**src/rtl/ofmt_pkg.sv**
```systemverilog
`default_nettype none

package ofmt_pkg;

    // Largest number of characters one word may produce.
    localparam int MAX_FIELD_DEF = 63;

    // Octal digit register: 22 digits cover a 64-bit argument.
    localparam int NDIG_MAX = 22;
    localparam int DIG_W    = 3 * NDIG_MAX;
    localparam int REM_W    = 5;

    // Digit counts for each argument size.
    localparam logic [REM_W-1:0] NDIG_8  = REM_W'(3);
    localparam logic [REM_W-1:0] NDIG_16 = REM_W'(6);
    localparam logic [REM_W-1:0] NDIG_32 = REM_W'(11);
    localparam logic [REM_W-1:0] NDIG_64 = REM_W'(22);

    // Argument size codes.
    localparam logic [1:0] SIZE_32 = 2'd0;
    localparam logic [1:0] SIZE_8  = 2'd1;
    localparam logic [1:0] SIZE_16 = 2'd2;
    localparam logic [1:0] SIZE_64 = 2'd3;

    localparam logic [7:0] CHAR_ZERO  = 8'h30;
    localparam logic [7:0] CHAR_SPACE = 8'h20;

    typedef struct packed {
        logic [63:0] value;
        logic [1:0]  size_sel;
        logic        alternate;
        logic        zero_pad;
        logic        left_adjust;
        logic        has_precision;
        logic [5:0]  precision;
        logic [5:0]  field_width;
    } ofmt_in_t;

    typedef struct packed {
        logic [7:0] ch;
        logic       ch_valid;
        logic       last;
    } ofmt_out_t;

endpackage

`default_nettype wire

```
**src/rtl/octal_field_formatter.sv**
```systemverilog
`default_nettype none

// Octal field formatter.
//
// A command word is presented on args with start high; it is taken at the
// rising edge where start is high and busy is low. busy then stays high
// until the last character of the word has been produced.
// Results leave one character per cycle on result, each marked by a
// one-cycle result_valid strobe; result.last flags the final one. A word
// whose formatted text is empty gives a single result with ch_valid low.
// The receiver cannot stall: every strobe is a delivered word.
//
// Timing: after acceptance the digit register is scanned one octal digit
// per cycle to strip leading zero digits (up to 22 of them for a zero
// 64-bit argument); once the scan ends, the padding is sized in a state of
// its own. Then one character is issued per cycle, n characters with n at
// most MAX_FIELD. busy stays high through the scan, the sizing and the
// characters, and each strobe trails its issue cycle by one register.
// The digit scan and the one-character-per-cycle output set the rate;
// a new word may be accepted on the edge that carries the last strobe.
//
// Reset clears the sequencer and the strobe; no word is in flight after it.

module octal_field_formatter
    import ofmt_pkg::*;
#(
    parameter int MAX_FIELD = MAX_FIELD_DEF
) (
    input  wire logic      clk,
    input  wire logic      rst_n,
    input  wire logic      start,
    input  wire ofmt_in_t  args,
    output logic           busy,
    output logic           result_valid,
    output ofmt_out_t      result
);

    localparam int LEFT_W = $clog2(MAX_FIELD + 1);

    typedef enum logic [1:0] {
        ST_IDLE,
        ST_SCAN,
        ST_CALC,
        ST_EMIT
    } state_t;

    state_t             state_reg,    state_next;
    logic [DIG_W-1:0]   dig_reg,      dig_next;
    logic [REM_W-1:0]   rem_reg,      rem_next;
    logic               alt_reg,      alt_next;
    logic               zp_reg,       zp_next;
    logic               la_reg,       la_next;
    logic               hp_reg,       hp_next;
    logic [5:0]         prec_reg,     prec_next;
    logic [5:0]         fw_reg,       fw_next;
    logic [5:0]         lead_reg,     lead_next;
    logic [5:0]         zero_reg,     zero_next;
    logic [LEFT_W-1:0]  left_reg,     left_next;
    logic               rv_reg,       rv_next;
    ofmt_out_t          res_reg,      res_next;

    // Padding arithmetic for the sizing cycle.
    logic               empty_digits;
    logic [REM_W-1:0]   nd;
    logic [5:0]         base_len;
    logic [5:0]         prec_len;
    logic [5:0]         text_len;
    logic [5:0]         spaces;
    logic [5:0]         total;
    logic               has_text;
    logic [2:0]         top_digit;

    assign top_digit = dig_reg[DIG_W-1 -: 3];

    always_comb
    begin
        // A zero argument keeps one '0' digit unless an explicit zero
        // precision or the alternate form removes it.
        empty_digits = (rem_reg == '0) && ((hp_reg && (prec_reg == '0)) || alt_reg);
        nd = ((rem_reg == '0) && !empty_digits) ? REM_W'(1) : rem_reg;
        has_text = (nd != '0) || alt_reg;
        base_len = 6'(nd) + 6'(alt_reg);
        prec_len = (hp_reg && (prec_reg > base_len)) ? prec_reg : base_len;
        if (!has_text)
        begin
            text_len = '0;
        end
        else if (zp_reg && (fw_reg > prec_len))
        begin
            // Zero fill makes up the whole field, precision zeros included.
            text_len = fw_reg;
        end
        else
        begin
            text_len = prec_len;
        end
        spaces = (fw_reg > text_len) ? (fw_reg - text_len) : '0;
        total  = text_len + spaces;
    end

    always_comb
    begin
        state_next = state_reg;
        dig_next   = dig_reg;
        rem_next   = rem_reg;
        alt_next   = alt_reg;
        zp_next    = zp_reg;
        la_next    = la_reg;
        hp_next    = hp_reg;
        prec_next  = prec_reg;
        fw_next    = fw_reg;
        lead_next  = lead_reg;
        zero_next  = zero_reg;
        left_next  = left_reg;
        rv_next    = 1'b0;
        res_next   = res_reg;

        unique case (state_reg)
            ST_IDLE:
            begin
                if (start)
                begin
                    alt_next  = args.alternate;
                    zp_next   = args.zero_pad;
                    la_next   = args.left_adjust;
                    hp_next   = args.has_precision;
                    prec_next = args.precision;
                    fw_next   = args.field_width;
                    // Left-align the truncated argument on a digit boundary.
                    unique case (args.size_sel)
                        SIZE_8:
                        begin
                            dig_next = {1'b0, args.value[7:0], (DIG_W - 9)'(0)};
                            rem_next = NDIG_8;
                        end
                        SIZE_16:
                        begin
                            dig_next = {2'b0, args.value[15:0], (DIG_W - 18)'(0)};
                            rem_next = NDIG_16;
                        end
                        SIZE_32:
                        begin
                            dig_next = {1'b0, args.value[31:0], (DIG_W - 33)'(0)};
                            rem_next = NDIG_32;
                        end
                        SIZE_64:
                        begin
                            dig_next = {2'b0, args.value};
                            rem_next = NDIG_64;
                        end
                    endcase
                    state_next = ST_SCAN;
                end
            end

            ST_SCAN:
            begin
                // Strip one leading zero digit per cycle.
                if ((rem_reg != '0) && (top_digit == 3'd0))
                begin
                    dig_next = {dig_reg[DIG_W-4:0], 3'b000};
                    rem_next = rem_reg - REM_W'(1);
                end
                else
                begin
                    state_next = ST_CALC;
                end
            end

            ST_CALC:
            begin
                rem_next  = nd;
                zero_next = text_len - base_len;
                lead_next = la_reg ? 6'd0 : spaces;
                if (total == '0)
                begin
                    res_next.ch       = '0;
                    res_next.ch_valid = 1'b0;
                    res_next.last     = 1'b1;
                    rv_next           = 1'b1;
                    state_next        = ST_IDLE;
                end
                else
                begin
                    left_next  = (total > 6'(MAX_FIELD)) ? LEFT_W'(MAX_FIELD)
                                                         : LEFT_W'(total);
                    state_next = ST_EMIT;
                end
            end

            ST_EMIT:
            begin
                res_next.ch_valid = 1'b1;
                res_next.last     = (left_reg == LEFT_W'(1));
                rv_next           = 1'b1;
                priority if (lead_reg != '0)
                begin
                    res_next.ch = CHAR_SPACE;
                    lead_next   = lead_reg - 6'd1;
                end
                else if (alt_reg)
                begin
                    res_next.ch = CHAR_ZERO;
                    alt_next    = 1'b0;
                end
                else if (zero_reg != '0)
                begin
                    res_next.ch = CHAR_ZERO;
                    zero_next   = zero_reg - 6'd1;
                end
                else if (rem_reg != '0)
                begin
                    res_next.ch = CHAR_ZERO | {5'b00000, top_digit};
                    dig_next    = {dig_reg[DIG_W-4:0], 3'b000};
                    rem_next    = rem_reg - REM_W'(1);
                end
                else
                begin
                    // Trailing spaces under left adjust.
                    res_next.ch = CHAR_SPACE;
                end
                left_next = left_reg - LEFT_W'(1);
                if (left_reg == LEFT_W'(1))
                begin
                    state_next = ST_IDLE;
                end
            end

            default:
            begin
                state_next = ST_IDLE;
            end
        endcase
    end

    always_ff @(posedge clk or negedge rst_n)
    begin
        if (!rst_n)
        begin
            state_reg <= ST_IDLE;
            rv_reg    <= 1'b0;
            dig_reg   <= '0;
            rem_reg   <= '0;
            alt_reg   <= 1'b0;
            zp_reg    <= 1'b0;
            la_reg    <= 1'b0;
            hp_reg    <= 1'b0;
            prec_reg  <= '0;
            fw_reg    <= '0;
            lead_reg  <= '0;
            zero_reg  <= '0;
            left_reg  <= '0;
            res_reg   <= '0;
        end
        else
        begin
            state_reg <= state_next;
            rv_reg    <= rv_next;
            dig_reg   <= dig_next;
            rem_reg   <= rem_next;
            alt_reg   <= alt_next;
            zp_reg    <= zp_next;
            la_reg    <= la_next;
            hp_reg    <= hp_next;
            prec_reg  <= prec_next;
            fw_reg    <= fw_next;
            lead_reg  <= lead_next;
            zero_reg  <= zero_next;
            left_reg  <= left_next;
            res_reg   <= res_next;
        end
    end

    assign busy         = (state_reg != ST_IDLE);
    assign result_valid = rv_reg;
    assign result       = res_reg;

    // A strobe only follows a cycle in which a word was being worked on.
    a_strobe_from_work: assert property (@(posedge clk) disable iff (!rst_n)
        result_valid |-> $past(busy))
        else $error("result strobe without a word in progress");

    // The last character of a word is never followed directly by another.
    a_last_ends_word: assert property (@(posedge clk) disable iff (!rst_n)
        (result_valid && result.last) |=> !result_valid)
        else $error("result strobe right after the last character");

    // An empty text is always a single, final result.
    a_empty_is_last: assert property (@(posedge clk) disable iff (!rst_n)
        (result_valid && !result.ch_valid) |-> result.last)
        else $error("empty result not marked last");

    // The digit count never exceeds the widest argument.
    a_rem_bound: assert property (@(posedge clk) disable iff (!rst_n)
        (state_reg != ST_IDLE) |-> (rem_reg <= NDIG_64))
        else $error("digit count out of range");

    // The character count never exceeds the field limit.
    a_left_bound: assert property (@(posedge clk) disable iff (!rst_n)
        (state_reg == ST_EMIT) |-> ((left_reg != '0) && (32'(left_reg) <= MAX_FIELD)))
        else $error("character count out of range");

endmodule

`default_nettype wire

```
**config.mk**
```make
export PLATFORM = sky130hd
export DESIGN_NAME = octal_field_formatter
export DESIGN_NICKNAME = d
export VERILOG_FILES = /design/src/rtl/ofmt_pkg.sv /design/src/rtl/octal_field_formatter.sv
export SDC_FILE = /design/constraint.sdc
export NUM_CORES = 1
export LEC_CHECK = 0
export BUFFER_PORTS_ARGS = -buffer_cell sky130_fd_sc_hd__buf_2
export CAP_MARGIN = 10
export CORE_MARGIN = 3
export CORE_UTILIZATION = 51
export DETAILED_ROUTE_END_ITERATION = 8
export PLACE_DENSITY = 0.84
export SETUP_SLACK_MARGIN = 0.3
export SLEW_MARGIN = 15
export SYNTH_ARGS = -nofsm -noshare
export SYNTH_HDL_FRONTEND = slang
export SYNTH_SLANG_ARGS = --single-unit
```
**constraint.sdc**
```tcl
create_clock -name clk -period 8.1 [get_ports clk]
set_clock_uncertainty 0.15 [all_clocks]
set_input_delay 0.81 -clock clk [delete_from_list [all_inputs] [get_ports clk]]
set_output_delay 0.81 -clock clk [all_outputs]
set_load 0.01 [all_outputs]
```
Word level (Yosys, flattened, before mapping):

Cells that the tools add are included.

* ROM bits: 0
* memories kept: 0
* bits in latches: 0
* register bits after elaboration: 118
* logic and storage cells: 126
* bits in writable memories: 0

* order comparisons: 4
* multipliers: 0
* equality and inequality tests: 19
* mux-type cells: 47
* reductions and logical operators: 32
* add/sub/neg operators: 8
* shift-type cells: 0
* bitwise operators: 0
* div/mod/pow operators: 0

Operators by type and width (count)
* 66-bit 2-to-1 mux: 6
* 66-bit one-hot mux with 4 select lines: 1
* 66-bit one-hot mux with 3 select lines: 1
* 6-bit 2-to-1 mux: 11
* 5-bit 2-to-1 mux: 11
* 5-bit one-hot mux with 4 select lines: 2
* 6-bit one-hot mux with 2 select lines: 3
* 2-bit != test (second input constant): 12
* 10-bit one-hot mux with 2 select lines: 1
* 6-bit > comparator: 3
* 6-bit by 1-bit subtractor with 6-bit output (second input constant): 3
* 6-bit logical NOT: 2
* 6-bit nonzero test: 2
* 6-bit subtractor: 2
* 10-bit 2-to-1 mux: 1
* 5-bit nonzero test: 2
* 2-bit equality test (second input constant): 4
* 2-bit 2-to-1 mux: 4
* 2-bit one-hot mux with 4 select lines: 1
* 2-bit AND reduction: 4
* 7-bit AND reduction: 1
* 5-bit by 1-bit adder with 6-bit output: 1
* 6-bit adder: 1
* 6-bit by 1-bit equality test with 1-bit output (second input constant): 1
* other kinds (16): 30

Longest topological paths before layout:

Gate-level depths: netlist of the first run.

* depth in word-level cells: 22
* mapped depth: 43

Worst setup path after synthesis of the first run:

OpenSTA, ideal clock, no wires.

* kind: flip-flop to flip-flop
* start point: register rem_reg[0]
* end point: register res_reg, in the netlist result[6]
* path slack: -0.442 ns
* data arrival time: 8.257 ns
* required time: 7.815 ns
* cell stages (with the launch flop): 43
* period minus slack after synthesis: 8.542 ns
* cells stage by stage: dfrtp_1 -> inv_1 -> ha_1 -> or4b_1 -> a21oi_2 -> nor2b_1 -> nor2_1 -> ha_1 -> nand3_1 -> xor2_1 -> ha_1 -> and3_1 -> o21a_1 -> a221o_1 -> and2_1 -> buf_6 -> mux2_2 -> ha_1 -> (+7 left out) -> inv_1 -> ha_1 -> inv_1 -> fa_1 -> a211oi_1 -> nor2_1 -> o31ai_1 -> nor2_1 -> ha_1 -> a21o_1 -> a21o_1 -> or2_2 -> mux2i_1 -> nand3_1 -> a21boi_1 -> mux2i_4 -> a21oi_4 -> o21ai_1

* cells in the longest elaborated chain, start to end: 19

RTL lines
* from (decl): RTL line octal_field_formatter.sv:49 `logic [REM_W-1:0] rem_reg, rem_next;`
* from (signal assigned): RTL line octal_field_formatter.sv:260 `rem_reg <= rem_next;`
* 5-bit logical NOT: RTL line octal_field_formatter.sv:79, octal_field_formatter.sv:80
* 1-bit logical AND: RTL line octal_field_formatter.sv:79 `empty_digits = (rem_reg == '0) && ((hp_reg && (prec_reg == '0)) || alt_reg);`
* 1-bit logical NOT: RTL line octal_field_formatter.sv:80 `nd = ((rem_reg == '0) && !empty_digits) ? REM_W'(1) : rem_reg;`
* 1-bit logical AND: RTL line octal_field_formatter.sv:80
* 5-bit 2-to-1 mux: RTL line octal_field_formatter.sv:80
* 5-bit by 1-bit adder with 6-bit output: RTL line octal_field_formatter.sv:82 `base_len = 6'(nd) + 6'(alt_reg);`
* 6-bit > comparator: RTL line octal_field_formatter.sv:83 `prec_len = (hp_reg && (prec_reg > base_len)) ? prec_reg : base_len;`
* 1-bit logical AND: RTL line octal_field_formatter.sv:83
* (+3 left out)
* 6-bit 2-to-1 mux: RTL line octal_field_formatter.sv:88 `else if (zp_reg && (fw_reg > prec_len))`
* 6-bit 2-to-1 mux: RTL line octal_field_formatter.sv:84 `if (!has_text)`
* 6-bit subtractor or 6-bit > comparator (tied branches): RTL line octal_field_formatter.sv:97 `spaces = (fw_reg > text_len) ? (fw_reg - text_len) : '0;`
* 6-bit 2-to-1 mux: RTL line octal_field_formatter.sv:97
* 6-bit adder: RTL line octal_field_formatter.sv:98 `total = text_len + spaces;`
* 6-bit logical NOT: RTL line octal_field_formatter.sv:175 `if (total == '0)`
* 2-bit != test (no source line)
* 2-bit AND reduction (no source line)
* to (signal assigned): RTL line octal_field_formatter.sv:270 `res_reg <= res_next;`
* to (decl): RTL line octal_field_formatter.sv:60 `ofmt_out_t res_reg, res_next;`

Parallel ways exist; a longest one is shown, timed or not.
A chain may end at the register's enable or synchronous reset.

Worst setup path after layout of the first run:

* start point: register rem_reg[1]
* end point: register left_reg[4]

* cells in the longest elaborated chain, start to end: 20

RTL lines
* 5-bit logical NOT: RTL line octal_field_formatter.sv:79, octal_field_formatter.sv:80
* 1-bit logical AND: RTL line octal_field_formatter.sv:79
* 1-bit logical NOT: RTL line octal_field_formatter.sv:80
* 1-bit logical AND: RTL line octal_field_formatter.sv:80
* 5-bit 2-to-1 mux *: RTL line octal_field_formatter.sv:80
* 5-bit by 1-bit adder with 6-bit output: RTL line octal_field_formatter.sv:82
* 6-bit > comparator: RTL line octal_field_formatter.sv:83
* 1-bit logical AND: RTL line octal_field_formatter.sv:83
* (+4 left out)
* 6-bit 2-to-1 mux *: RTL line octal_field_formatter.sv:84
* 6-bit subtractor or 6-bit > comparator (tied branches): RTL line octal_field_formatter.sv:97
* 6-bit 2-to-1 mux: RTL line octal_field_formatter.sv:97
* 6-bit adder *: RTL line octal_field_formatter.sv:98
* 6-bit > comparator: RTL line octal_field_formatter.sv:185 `left_next = (total > 6'(MAX_FIELD)) ? LEFT_W'(MAX_FIELD)`
* 6-bit 2-to-1 mux: RTL line octal_field_formatter.sv:185
* 6-bit 2-to-1 mux: RTL line octal_field_formatter.sv:175
* 6-bit one-hot mux with 2 select lines: RTL line octal_field_formatter.sv:118 `unique case (state_reg)`
* to (signal assigned): RTL line octal_field_formatter.sv:269 `left_reg <= left_next;`
* to (decl): RTL line octal_field_formatter.sv:58 `logic [LEFT_W-1:0] left_reg, left_next;`

Mark *: on every way between the ends. The rest lies on a longest branch, timed or not. The select of a mux whose other input is x is not followed.

==> results.ini, run 1 <==
[place]
portBuffers = 93
post-place-ws_ps = -212
hpwl_um = 14000
gp_congestion = 0.923
place_inst = 1103

[yosys]
synth_top_cell_area_share_pct = 38.5
yosysWarnings = 0
async_flop_share_pct = 100
yosys.cell_types.count = 69
yosysSeqAreaShare_pct = 38.5
yosysMostFrequentCell = nand2_1
syn_avg_cell_area_um2 = 8.53
netlist_top_cells_count = nand2_1 (132), dfrtp_1 (114), o21ai_0 (111)
synthFlopType = dfrtp_1
synth_area_leaders = dfrtp_1 (39%), o21ai_0 (7.5%), nand2_1 (6.7%), ha_1 (5.4%), a21oi_1 (4.7%)
synth_seq_cells = 114
syn_area_um2 = 7410
syn_inst = 869
synth-edff-count = 0
synth_largest_area_cell = dfrtp_1

[timing]
worst_slew_pin_slew_ps = 1130
post-route-period-util_pct = 98.9
rsz0062_at_grt = yes
fmax_mhz = 125
min_period_ps = 8010
setup_viol = 0
hold_viol = 0
setup_ws_ps = 86.5
setup_tns_ps = 0
drv_slew = 0
max_slew_margin_pct = 24.2

[setup_path]
max_stage_delay_ps = 480
path_class = flop to flop
crit_path_end_kind = flop
slowest_stage = or4b_4
reg2reg_slack_ps = 90
critical_path_peak_fanout = 8
crit_arrival_ps = 8200
cp.required_ps = 8280
worst_setup_path_start_kind = flop

[run_status]
status = completed

[routing]
ant_nets = 0
dr.pass1.iters = 5
drtIter0Drc = 523
routedWlPerCell_um = 18.1
vias = 7142
vias_per_cell = 6.13
routed_wl_um = 21100
drc = 0

[global_routing]
track_usage_pct = 25.4
grt-ovfl-total = 0
antenna_found_initial = 2
grt_pass1_wl_um = 32600
grt_start_max_net_pins = 132
grt_pass1_vias = 6587

[floorplan]
die_w_um = 127
die_h_um = 127
die-area_um2 = 16000
core.rowCount = 43
start_util_pct = 52.8
ioPinCount = 97
coreArea_um2 = 14000

[cts]
cts_tree = yes
cts.htree.levels = 4
clk_pin_slew_ps = 60
cts-buffers-inserted = 17
clk_latency_ps = 420
cts_buffer_depth = 2
cts_sinks = 114
root_buffer = clkbuf_16

[cells_and_area]
largest_reg_flops = 66
fin_nets = 1093
fin_cells = 1165
synthToLayoutAreaGrowth_pct = 22.0
n_antenna_cell = 0
fillers = 1084
drive_gt1_share_pct = 25.3

[run]
maxCapViolations = 0

[hold_path]
min_path_type = input port to async pin

==> critical path: cells and delay by family, from the launching register on <==
| kind | cells | cell delay, ps |
|---|---|---|
| XOR/XNOR | 2 | 350 |
| flip-flops | 1 | 390 |
| AO/OA/AOI/OAI | 10 | 2050 |
| multiplexers | 2 | 460 |
| buffers and inverters | 3 | 310 |
| AND/OR/NAND/NOR | 14 | 2330 |
| adder cells (fa/ha/maj) | 7 | 1880 |
==> per-layer routing <==
metal / up-vias / routed length (um) / track usage, %
met1: 3419 / 8390 / 32.5
met5: - / 21 / 0
met3: 65 / 1600 / 6.23
li1: 3295 / - / -
met2: 359 / 10400 / 41.1
met4: 4 / 727 / 10.7
==> logic make-up (layout without fill, tap and decap cells) <==
family                   Yosys count  in the layout  share of synthesized area [%]
AO/OA/AOI/OAI                    289            289                           24.0
buffers and inverters             92            205                           5.08
AND/OR/NAND/NOR                  283            283                           16.9
adder cells (fa/ha/maj)           38             38                           6.62
XOR/XNOR                          19             19                           2.85
flip-flops                       114            114                           38.5
multiplexers                      33             34                           6.01
other                              1              3                         0.0506
==> area by class of cell <==
type	instances	area (um^2)	area share (%)
sequential	114	2850	31.6
inverter	34	128	1.41
clock buffer	22	454	5.02
timing repair buffer	140	828	9.16
tap	180	225	2.49
multi-input combinational	666	4460	49.4
clock inverter	9	85.1	0.941
==> cells in the final DEF, fill, tap and decap left out, types with 17 or more instances in the layout <==
cell type,count
nor2_1,71
a21oi_1,67
clkbuf_16,17
buf_4,46
dfrtp_1,113
a22oi_1,33
buf_2,92
ha_1,26
nand2_1,127
o21ai_0,104
inv_1,29
==> final timing paths <==
path                                             to  depth (start not counted)               startpoint
max                         left_reg[4]$_DFFE_PN0P_                         38   rem_reg[1]$_DFFE_PN0P_
max in group asynchronous  state_reg[0]$_DFFE_PN0P_                          2                    rst_n
min reg2reg                 dig_reg[57]$_DFFE_PN0P_                          2  dig_reg[57]$_DFFE_PN0P_
max reg2reg                 left_reg[4]$_DFFE_PN0P_                         38   rem_reg[1]$_DFFE_PN0P_
min                           fw_reg[4]$_DFFE_PN0P_                          1                    rst_n
min in group clk            dig_reg[57]$_DFFE_PN0P_                          2  dig_reg[57]$_DFFE_PN0P_
==> timing repair <==
action                     in CTS  in global routing
pin swaps                      16                 30
hold buffers                    0                  0
gates cloned                    1                  0
resized for setup              13                 27
setup endpoints to repair      15                 15
setup buffers                  17                 13
==> per-stage QoR <==
step                hold slack (ps)  utilization, %  cell area (um^2)
finish                          218            64.4              9040
global route                    249            64.4              9040
CTS                             234            62.8              8820
detailed placement              320            57.8              8110
global placement                310            57.8              8110
floorplan                       295               -              7540
Power of run 1 is not shown: default switching activity piles up to over one toggle a cycle in this logic, so the estimate is an artifact.
==> run 2: changes to the inputs <==
--- a/config.mk
+++ b/config.mk
@@ -5,12 +5,12 @@
 export SDC_FILE = /design/constraint.sdc
 export NUM_CORES = 1
 export LEC_CHECK = 0
-export BUFFER_PORTS_ARGS = -buffer_cell sky130_fd_sc_hd__buf_2
 export CAP_MARGIN = 10
 export CORE_MARGIN = 3
 export CORE_UTILIZATION = 51
 export DETAILED_ROUTE_END_ITERATION = 8
-export PLACE_DENSITY = 0.84
+export DONT_BUFFER_PORTS = 1
+export PLACE_DENSITY = 0.69
 export SETUP_SLACK_MARGIN = 0.3
 export SLEW_MARGIN = 15
 export SYNTH_ARGS = -nofsm -noshare
==> run 2 against run 1 <==
Effect of this change: cell area fell by 5.9%; global-route usage rose by 0.87 points; core utilization fell by 3.8 points; non-clock buffer count fell by 106; die area did not move; cell count fell by 9.2%; via count fell by 7.5%; first-iteration DRC count fell by 15%; fmax rose by 1.6%.
==> results.ini, run 2 (synthesis gave the netlist of run 1 again) <==
[setup_path]
crit_arrival_ps = 8010  ; -190 ps
reg2reg_slack_ps = 210  ; +120 ps
crit_path_end_kind = flop
rr_endpoint = result[6]$_DFFE_PN0P_
critical_path_peak_fanout = 7  ; -1
r2r_cells = 40  ; +5.3%
slowest_stage = or4b_4
worstSetupEndpoint = result[6]$_DFFE_PN0P_
r2r_start = rem_reg[1]$_DFFE_PN0P_
path_class = flop to flop
cp.required_ps = 8220  ; -60 ps
max_stage_delay_ps = 470  ; about the same
worst_setup_path_start_kind = flop
startpoint = rem_reg[1]$_DFFE_PN0P_

[cells_and_area]
synthToLayoutAreaGrowth_pct = 14.9
largest_reg_flops = 66  ; unchanged
n_antenna_cell = 0  ; unchanged
fin_nets = 987  ; -9.7%
design_area_um2 = 8510  ; -5.9%
final_core_util_pct = 60.6  ; -3.8 points
drive_gt1_share_pct = 16.3  ; -9.0 points
layout_common_cells = nand2_1 (130), dfrtp_1 (113), o21ai_0 (104)
fin_cells = 1058  ; -9.2%
layout_commonest_cell = nand2_1

[routing]
drc = 0  ; unchanged
routedWlPerCell_um = 19.7  ; +8.8%
routed_wl_um = 20800  ; -1.2%
vias_per_cell = 6.25  ; +1.9%
dr.pass1.iters = 5  ; unchanged
vias = 6609  ; -7.5%
ant_nets = 0  ; unchanged
drtIter0Drc = 444  ; -15%

[timing]
hold_viol = 0  ; unchanged
fmax_mhz = 127  ; +1.6%
drv_slew = 0  ; unchanged
setup_tns_ps = 0  ; unchanged
worst_slew_pin_slew_ps = 1090  ; -43.6 ps
rsz0062_at_grt = yes
post-route-period-util_pct = 97.4  ; -1.5 points
max_slew_margin_pct = 27.4  ; +3.2 points
setup_viol = 0  ; unchanged
min_period_ps = 7890  ; -124 ps

[run]
maxCapViolations = 0  ; unchanged

[floorplan]
die-area_um2 = 16000  ; unchanged
core.rowCount = 43  ; unchanged
coreArea_um2 = 14000  ; unchanged
start_util_pct = 52.8  ; unchanged
die_h_um = 127  ; unchanged
die_w_um = 127  ; unchanged
ioPinCount = 97  ; unchanged

[place]
place_inst = 1009  ; -8.5%
hpwl_um = 14600  ; +3.7%
portBuffers = 0  ; -100%
gp_congestion = 0.904  ; -2.1%
dpl_cell_area_um2 = 7640  ; -5.9%

[hold_path]
min_path_type = input port to async pin

[cts]
cts_buffer_depth = 2  ; unchanged
cts_sinks = 114  ; unchanged
root_buffer = clkbuf_16
clk_latency_ps = 420  ; about the same
cts-buffers-inserted = 17  ; unchanged
cts.htree.levels = 4  ; unchanged
clk_pin_slew_ps = 50  ; about the same
cts_tree = yes

[global_routing]
grt-ovfl-total = 0  ; unchanged
antenna_found_initial = 0  ; -2
grt_pass1_wl_um = 33700  ; +3.2%
grt_pass1_vias = 6719  ; +2.0%
track_usage_pct = 26.2  ; +0.87 points
grt_start_max_net_pins = 132  ; unchanged

[run_status]
status = completed

-- run 2: repair_timing --
item / in CTS / in global routing
endpoints found under the hold margin: 114 / 0
buffers inserted: 9 / 8
hold buffers: 1 / 0
setup endpoints to repair: 15 / 15
gates resized for setup: 10 / 24
gates cloned: 1 / 0
pin swaps: 12 / 25
-- run 2: cell type report --
class / count / area [um^2]
Clock inverter: 9 / 108
Sequential cell: 114 / 2850
Tap cell: 180 / 225
Multi-Input combinational cell: 666 / 4440
Inverter: 34 / 128
Timing Repair Buffer: 34 / 283
Clock buffer: 21 / 470
Fill cell: 1191 / 5530
-- run 2: worst max-delay path, delay by kind of cell (launching register included) --
family                     cells  cell delay (ps)
buffers and inverters          5              440
AOI/OAI and AO/OA             13             2550
muxes                          3              620
DFF                            1              390
adders and majority gates      7             1780
and+or+nand+nor               12             1780
-- run 2: routing by layer --
layer	share of wire [%]	global-route usage, %
met1	38	29.9
met2	48	43.1
met3	9.5	10.5
met4	4.9	12.5
met5	0	0
-- run 2: how the worst min path moves through the flow --
stage | startpoint | to | cells after the start
final | rst_n | fw_reg[5]$_DFFE_PN0P_ | 1
after global routing | rst_n | fw_reg[3]$_DFFE_PN0P_ | 1
after CTS | rst_n | fw_reg[4]$_DFFE_PN0P_ | 1
after detailed placement | dig_reg[52]$_DFFE_PN0P_ | dig_reg[52]$_DFFE_PN0P_ | 2
after global placement | dig_reg[59]$_DFFE_PN0P_ | dig_reg[59]$_DFFE_PN0P_ | 2
after floorplan | dig_reg[46]$_DFFE_PN0P_ | dig_reg[46]$_DFFE_PN0P_ | 2
-- run 2: stage by stage --
step,hold WS (ps),setup slack [ps]
after floorplan,295,262
after CTS,224,317
after global placement,312,91.5
after global routing,233,-147
final,192,210
after detailed placement,315,-181
Power of run 2 is left out for the same reason.
==> run 3: changes to the inputs <==
--- a/config.mk
+++ b/config.mk
@@ -6,11 +6,13 @@
 export NUM_CORES = 1
 export LEC_CHECK = 0
 export CAP_MARGIN = 10
+export CELL_PAD_IN_SITES_DETAIL_PLACEMENT = 0
+export CELL_PAD_IN_SITES_GLOBAL_PLACEMENT = 2
 export CORE_MARGIN = 3
-export CORE_UTILIZATION = 51
+export CORE_UTILIZATION = 35
 export DETAILED_ROUTE_END_ITERATION = 8
 export DONT_BUFFER_PORTS = 1
-export PLACE_DENSITY = 0.69
+export PLACE_DENSITY_LB_ADDON = 0.1
 export SETUP_SLACK_MARGIN = 0.3
 export SLEW_MARGIN = 15
 export SYNTH_ARGS = -nofsm -noshare
==> run 3 against run 2 <==
Effect of this change: via count is 2.8% lower; core utilization down 18 points; fmax up 1.5%; sequential share of layout area shrank 1.1 points; cell area grew 3.5%; register-to-register slack better by 110 ps; first-iteration DRC count is 11% higher; critical path type unchanged; highest routed layer is now met5.
==> results.ini, run 3 (synthesis gave the netlist of run 1 again) <==
[setup_path]
crit_path_end_kind = flop
worst_setup_path_start_kind = flop
slowest_stage = or4b_4
crit_arrival_ps = 7920  ; -90 ps
crit_buf_inv = 4  ; -1
max_stage_delay_ps = 480  ; about the same
path_class = flop to flop
startpoint = rem_reg[1]$_DFFE_PN0P_
critical_path_peak_fanout = 8  ; +1
r2r_start = rem_reg[1]$_DFFE_PN0P_
cp.required_ps = 8250  ; +30 ps
cp_top_family = compound AO/OA/AOI/OAI gates

[hold_path]
min_path_type = input port to async pin

[floorplan]
start_util_pct = 36.1  ; -17 points
ioPinCount = 97  ; unchanged
die-area_um2 = 22900  ; +43%
die_w_um = 151  ; +20%
core.rowCount = 52  ; +21%
die_h_um = 151  ; +20%
coreArea_um2 = 20500  ; +46%

[place]
place_inst = 1111  ; +10%
gp_congestion = 0.841  ; -7.0%
portBuffers = 0  ; unchanged
hpwl_um = 16900  ; +16%
post-place-ws_ps = -54.3  ; +126 ps

[cts]
root_buffer = clkbuf_16
cts.htree.levels = 4  ; unchanged
cts_sinks = 114  ; unchanged
cts_tree = yes
clk_pin_slew_ps = 60  ; about the same
cts-buffers-inserted = 17  ; unchanged
clk_latency_ps = 430  ; about the same
cts_buffer_depth = 2  ; unchanged

[cells_and_area]
drive_gt1_share_pct = 18.4  ; +2.1 points
fin_cells = 1162  ; +9.8%
largest_reg_flops = 66  ; unchanged
layout_commonest_cell = nand2_1
fin_nets = 998  ; +1.1%
layout_common_cells = nand2_1 (129), dfrtp_1 (113), o21ai_0 (106)
fillers = 2103  ; +77%
synthToLayoutAreaGrowth_pct = 18.8

[timing]
setup_ws_ps = 324  ; +114 ps
max_slew_margin_pct = 26.6  ; -0.81 points
hold_viol = 0  ; unchanged
setup_viol = 0  ; unchanged
rsz0062_at_grt = yes
drv_slew = 0  ; unchanged
min_period_ps = 7780  ; -114 ps
post-route-period-util_pct = 96.0  ; -1.4 points
fmax_mhz = 129  ; +1.5%
setup_tns_ps = 0  ; unchanged
worst_slew_pin_slew_ps = 1100  ; +12.2 ps

[run]
maxCapViolations = 0  ; unchanged

[routing]
drc = 0  ; unchanged
routedWlPerCell_um = 20.4  ; +3.4%
vias = 6423  ; -2.8%
dr.pass1.iters = 5  ; unchanged
vias_per_cell = 5.53  ; -12%
drtIter0Drc = 494  ; +11%
routed_wl_um = 23700  ; +14%
ant_nets = 0  ; unchanged

[global_routing]
antenna_found_initial = 1  ; +1
grt_start_max_net_pins = 132  ; unchanged
grt_pass1_wl_um = 37000  ; +9.9%
grt_pass1_vias = 6575  ; -2.1%
track_usage_pct = 21.2  ; -5.0 points
grt-ovfl-total = 0  ; unchanged

[run_status]
status = completed

[run 3: stage by stage]
step / util [%] / area, um^2 / hold slack [ps]
after floorplan: - / 7540 / 295
after global placement: 38.3 / 7840 / 310
after detailed placement: 38.3 / 7840 / 319
after CTS: 41.6 / 8530 / 223
after global routing: 42.9 / 8800 / 229
final: 43.0 / 8800 / 196
[run 3: what timing repair did]
action / CTS / global route
gates resized for setup: 11 / 33
setup endpoints to repair: 14 / 15
pin swaps: 9 / 30
cloned: 0 / 0
hold buffers: 1 / 0
buffers inserted: 4 / 13
hold endpoints to repair: 114 / 0
[run 3: final timing paths]
path	endpoint	slack, ps	cells after the start
max	result[4]$_DFFE_PN0P_	320	39
min	prec_reg[1]$_DFFE_PN0P_	200	1
max reg2reg	result[4]$_DFFE_PN0P_	320	39
min reg2reg	dig_reg[60]$_DFFE_PN0P_	330	2
max in group asynchronous	state_reg[0]$_DFFE_PN0P_	7110	1
min in group clk	dig_reg[60]$_DFFE_PN0P_	330	2
[run 3: final cells by class]
cell class	count	area [um^2]	area share, %
multi-input cells	665	4510	51.2
flip-flops and latches	114	2850	32.4
clock buffers	17	425	4.83
repair buffers	46	377	4.28
well taps	270	338	3.84
clock inverters	15	170	1.93
inverters	34	128	1.45
diodes	1	2.50	0.0284
[run 3: routing by layer]
layer,global-route usage (%),part of all wire (%),wire length [um]
met5,0,0.084,20
met1,26.0,41,9690
met2,36.6,51,12100
met3,6.28,6.2,1470
met4,5.30,1.4,342
Power of run 3 is left out for the same reason.
